==> src/pcfpc_pkg.sv <==
// ----------------------------------------------------------------------------
// pcfpc_pkg
// Shared types and fixed field widths of the per-CPU free-pointer cache.
// ----------------------------------------------------------------------------
package pcfpc_pkg;

   localparam int PTR_W     = 48;
   localparam int CPU_IDX_W = 8;
   localparam int CLASS_W   = 8;
   localparam int STATUS_W  = 3;

   // request opcodes
   typedef enum logic {
      CMD_POP  = 1'b0,
      CMD_PUSH = 1'b1
   } command_type;

   // result status codes
   typedef enum logic [STATUS_W-1:0] {
      STAT_OK        = 3'd0,
      STAT_EMPTY     = 3'd1,
      STAT_FULL      = 3'd2,
      STAT_BAD_CLASS = 3'd3,
      STAT_BAD_CPU   = 3'd4,
      STAT_DISABLED  = 3'd5
   } status_type;

   // controller states
   typedef enum logic [2:0] {
      S_CLEAR,
      S_IDLE,
      S_LOOKUP,
      S_DECIDE,
      S_SLOT,
      S_FINISH
   } state_type;

   // controller to datapath commands
   typedef struct packed {
      logic capture;
      logic clear_step;
      logic depth_rd;
      logic set_refusal;
      logic set_outcome;
      logic load_ptr;
      logic rsp_load;
   } ctrl_cmd_type;

   // datapath to controller status
   typedef struct packed {
      logic clear_last;
      logic refused;
      logic pop_hit;
      logic out_busy;
   } dp_stat_type;

endpackage

==> src/pcfpc_ctrl.sv <==
// ----------------------------------------------------------------------------
// pcfpc_ctrl
// Sequencer: clearing pass, request capture, depth lookup, stack update,
// slot read and result handoff.
// ----------------------------------------------------------------------------
module pcfpc_ctrl (
   input  logic                    clock,
   input  logic                    reset,
   input  logic                    req_valid,
   output logic                    req_ready,
   input  pcfpc_pkg::dp_stat_type  stat,
   output pcfpc_pkg::ctrl_cmd_type cmd
);

   pcfpc_pkg::state_type state_ff, state_in;

   // state register
   always_ff @(posedge clock) begin
      if (reset) begin
         state_ff <= pcfpc_pkg::S_CLEAR;
      end else begin
         state_ff <= state_in;
      end
   end

   // next state
   always_comb begin
      state_in = state_ff;
      unique case (state_ff)
         pcfpc_pkg::S_CLEAR: begin
            if (stat.clear_last) state_in = pcfpc_pkg::S_IDLE;
         end
         pcfpc_pkg::S_IDLE: begin
            if (req_valid) state_in = pcfpc_pkg::S_LOOKUP;
         end
         pcfpc_pkg::S_LOOKUP: begin
            state_in = stat.refused ? pcfpc_pkg::S_FINISH : pcfpc_pkg::S_DECIDE;
         end
         pcfpc_pkg::S_DECIDE: begin
            state_in = stat.pop_hit ? pcfpc_pkg::S_SLOT : pcfpc_pkg::S_FINISH;
         end
         pcfpc_pkg::S_SLOT: begin
            state_in = pcfpc_pkg::S_FINISH;
         end
         pcfpc_pkg::S_FINISH: begin
            if (!stat.out_busy) state_in = pcfpc_pkg::S_IDLE;
         end
         default: state_in = pcfpc_pkg::S_CLEAR;
      endcase
   end

   // command decode
   always_comb begin
      cmd       = '0;
      req_ready = 1'b0;
      unique case (state_ff)
         pcfpc_pkg::S_CLEAR: begin
            cmd.clear_step = 1'b1;
         end
         pcfpc_pkg::S_IDLE: begin
            req_ready   = 1'b1;
            cmd.capture = req_valid;
         end
         pcfpc_pkg::S_LOOKUP: begin
            cmd.set_refusal = stat.refused;
            cmd.depth_rd    = !stat.refused;
         end
         pcfpc_pkg::S_DECIDE: begin
            cmd.set_outcome = 1'b1;
         end
         pcfpc_pkg::S_SLOT: begin
            cmd.load_ptr = 1'b1;
         end
         pcfpc_pkg::S_FINISH: begin
            cmd.rsp_load = !stat.out_busy;
         end
         default: cmd = '0;
      endcase
   end

endmodule

==> config.mk <==
export PLATFORM = sky130hd
export DESIGN_NAME = pcfpc_ctrl
export DESIGN_NICKNAME = d
export VERILOG_FILES = /design/src/pcfpc_pkg.sv /design/src/pcfpc_ctrl.sv
export SDC_FILE = /design/constraint.sdc
export NUM_CORES = 1
export LEC_CHECK = 0
export BUFFER_PORTS_ARGS = -buffer_cell sky130_fd_sc_hd__buf_2
export CAP_MARGIN = 20
export CORE_AREA = 2 2 39 41
export CTS_CLUSTER_DIAMETER = 120
export CTS_CLUSTER_SIZE = 16
export DETAILED_ROUTE_END_ITERATION = 10
export DIE_AREA = 0 0 41 43
export SYNTH_ARGS = -nofsm -noshare
export SYNTH_HDL_FRONTEND = slang
export SYNTH_SLANG_ARGS = --single-unit
==> constraint.sdc <==
create_clock -name clock -period 1.35 [get_ports clock]
set_clock_uncertainty 0.05 [all_clocks]
set_input_delay 0.135 -clock clock [delete_from_list [all_inputs] [get_ports clock]]
set_output_delay 0.135 -clock clock [all_outputs]
set_load 0.01 [all_outputs]
==> flow_summary.ini <==
[status]
status = complete, no violations

[sta]
fin_tns_setup_ps = 0
slew_viol_final = 0
worstMarginPinSlew_ps = 270
slew_headroom_pct = 82.0
fmax_ghz = 0.789
setup_viol = 0
hold_ws_ps = 51.1
fin_crit_sh_pct = 93.9
min_period_ps = 1270
rsz0062_at_grt = true
hold_violations = 0

[floorplanning]
dieArea_um2 = 1760
die_w_um = 41
num_rows = 14
die_h_um = 43
io_pins = 15
core_area_um2 = 1380
start_util_pct = 16.9

[grt]
grt_pass1_wl_um = 869
antenna_found_initial = 0
grt_start_max_net_pins = 12
overflow = 0
grt_pass1_vias = 208
track_usage_pct = 7.92

[cts]
numCtsBuffers = 3
clk_path_buf_depth = 2
cts_tree = built
cts_root_buf = clkbuf_4
cts.sinks = 3
clk_pin_slew_ps = 40
htree_levels = 1
clock_latency_ps = 230

[critical_path]
critPathRequiredTime_ps = 1160
crit_start = state_ff[0]
r2r_cells = 4
endpoint = cmd[0]
rrSetupSlack_ps = 230
r2r-end = state_ff[2]
path_max_fanout = 11
worstSetupStartpointType = flip-flop
endpoint_kind = output port
crit_type = reg2out
crit_arrival_ps = 1080
worstReg2RegStart = state_ff[0]

[finish]
syn2layout_area_growth_pct = 49.7
biggestRegsByFlops = state_ff: 3 flops
antenna_cells = 0
final_cells = 60
regArea_um2 = 66.3
final_util_pct = 25.3
largest_register_ffs = 3
regMostFlops = state_ff
drive_gt1_share_pct = 63.6
final_cell_mix = 14 x buf_2, 3 x a21oi_1, 3 x clkbuf_4
multi_input_area_um2 = 156
nNetsFinal = 52
final_common_cell = buf_2
num-fill-cells = 156

[synth]
synth_compound_area_share_pct = 12.8
yosys_register_bits = 3
synth_nets = 35
synth_cells = 28
yosys.area_share.simple_pct = 49.7
synthesis.area_um2 = 234
synth_fa_ha_area_share_pct = 0
yosys.cell_types.count = 19
synthMuxAreaShare_pct = 0
synth_top_family_by_area = simple AND/OR/NAND/NOR gates
synth_xor_area_share_pct = 0
synth-warning-count = 0
syn_avg_cell_area_um2 = 8.36
seq_area_frac_synth_pct = 25.7

[pwr]
p_total_w = 0.000341
ir_worst_vdd_mv = 0.288
p_per_area_nw_per_um2 = 973
p_leak_nw = 0.166

[place]
placed_cells = 55
port_buffers = 14
globalplace.congestion = 0.645

[route]
wl_per_cell_um = 8.98
first_iter_violations = 0
vias_per_cell = 4.17
drt.antenna.violating_nets = 0
dr.pass1.iters = 1
totalWireLength_um = 539
vias = 250
drc_errors = 0

[job]
cap_viol_max_count = 0

[hold_path]
hold_class = in2reg
-- per-layer routing --
layer / up-vias / wire length (um) / track usage (%)
li1: 130 / - / -
met3: 0 / 29 / 3.14
met1: 111 / 245 / 10.3
met4: 0 / 0 / 8.00
met2: 9 / 265 / 9.06
met5: - / 0 / 0
-- layout make-up --
type,count,area share [%]
clock buffers,4,7.50
repair buffers,15,22.1
inverters,1,1.07
multi-input cells,21,44.6
well taps,16,5.71
flip-flops and latches,3,18.9
-- per-stage QoR --
| stage | worst slack, ps | cell area, um^2 |
|---|---|---|
| finish | 82.5 | 350 |
| global route | -23.7 | 350 |
| CTS | 9.17 | 328 |
| detailed placement | 163 | 300 |
| global placement | 200 | 300 |
| floorplan | 197 | 234 |
-- worst min-delay path by stage --
stage	to	start	depth (start not counted)	slack [ps]
floorplan	state_ff[0]	reset	1	150
global placement	state_ff[2]	reset	2	290
global route	state_ff[0]	reset	2	40
finish	state_ff[2]	reset	2	50
detailed placement	state_ff[2]	reset	2	290
CTS	state_ff[0]	reset	2	40
-- power breakdown --
group          leakage [nW]  switching, W  total (W)  internal (W)
logic                 0.125     0.0000326  0.0000739     0.0000413
registers            0.0261     0.0000166   0.000114     0.0000972
clock network        0.0150     0.0000428   0.000153      0.000111
-- what timing repair did --
action	in CTS	in global routing
setup endpoints to repair	2	6
buffers inserted	0	1
hold buffers	0	0
resized for setup	1	5
-- synth_stat cells (all sizes together) --
cell | count | share of area (%)
a2111oi | 1 | 6.4
a21oi | 3 | 6.4
and3b | 2 | 8.6
and4bb | 1 | 5.3
buf | 3 | 10
dfxtp | 3 | 26
inv | 1 | 1.6
nand2 | 1 | 1.6
nand2b | 2 | 5.3
nor2 | 3 | 5.9
nor2b | 1 | 2.7
nor3 | 3 | 6.4
nor3b | 1 | 3.2
nor4b | 1 | 3.7
or2b | 1 | 3.2
or3b | 1 | 3.7
-- critical path, stage by stage, from the launching register on --
cell	delay (ps)
dfxtp_4	390
or2b_1	250
nor2_1	90
buf_2	130
-- cells by family (layout without fill, tap and decap cells) --
logic type | Yosys count | after routing
buffers and inverters | 4 | 20
AND/OR/NAND/NOR | 17 | 17
AO/OA/AOI/OAI | 4 | 4
flip-flops | 3 | 3
(Power assumes the default switching activity.)
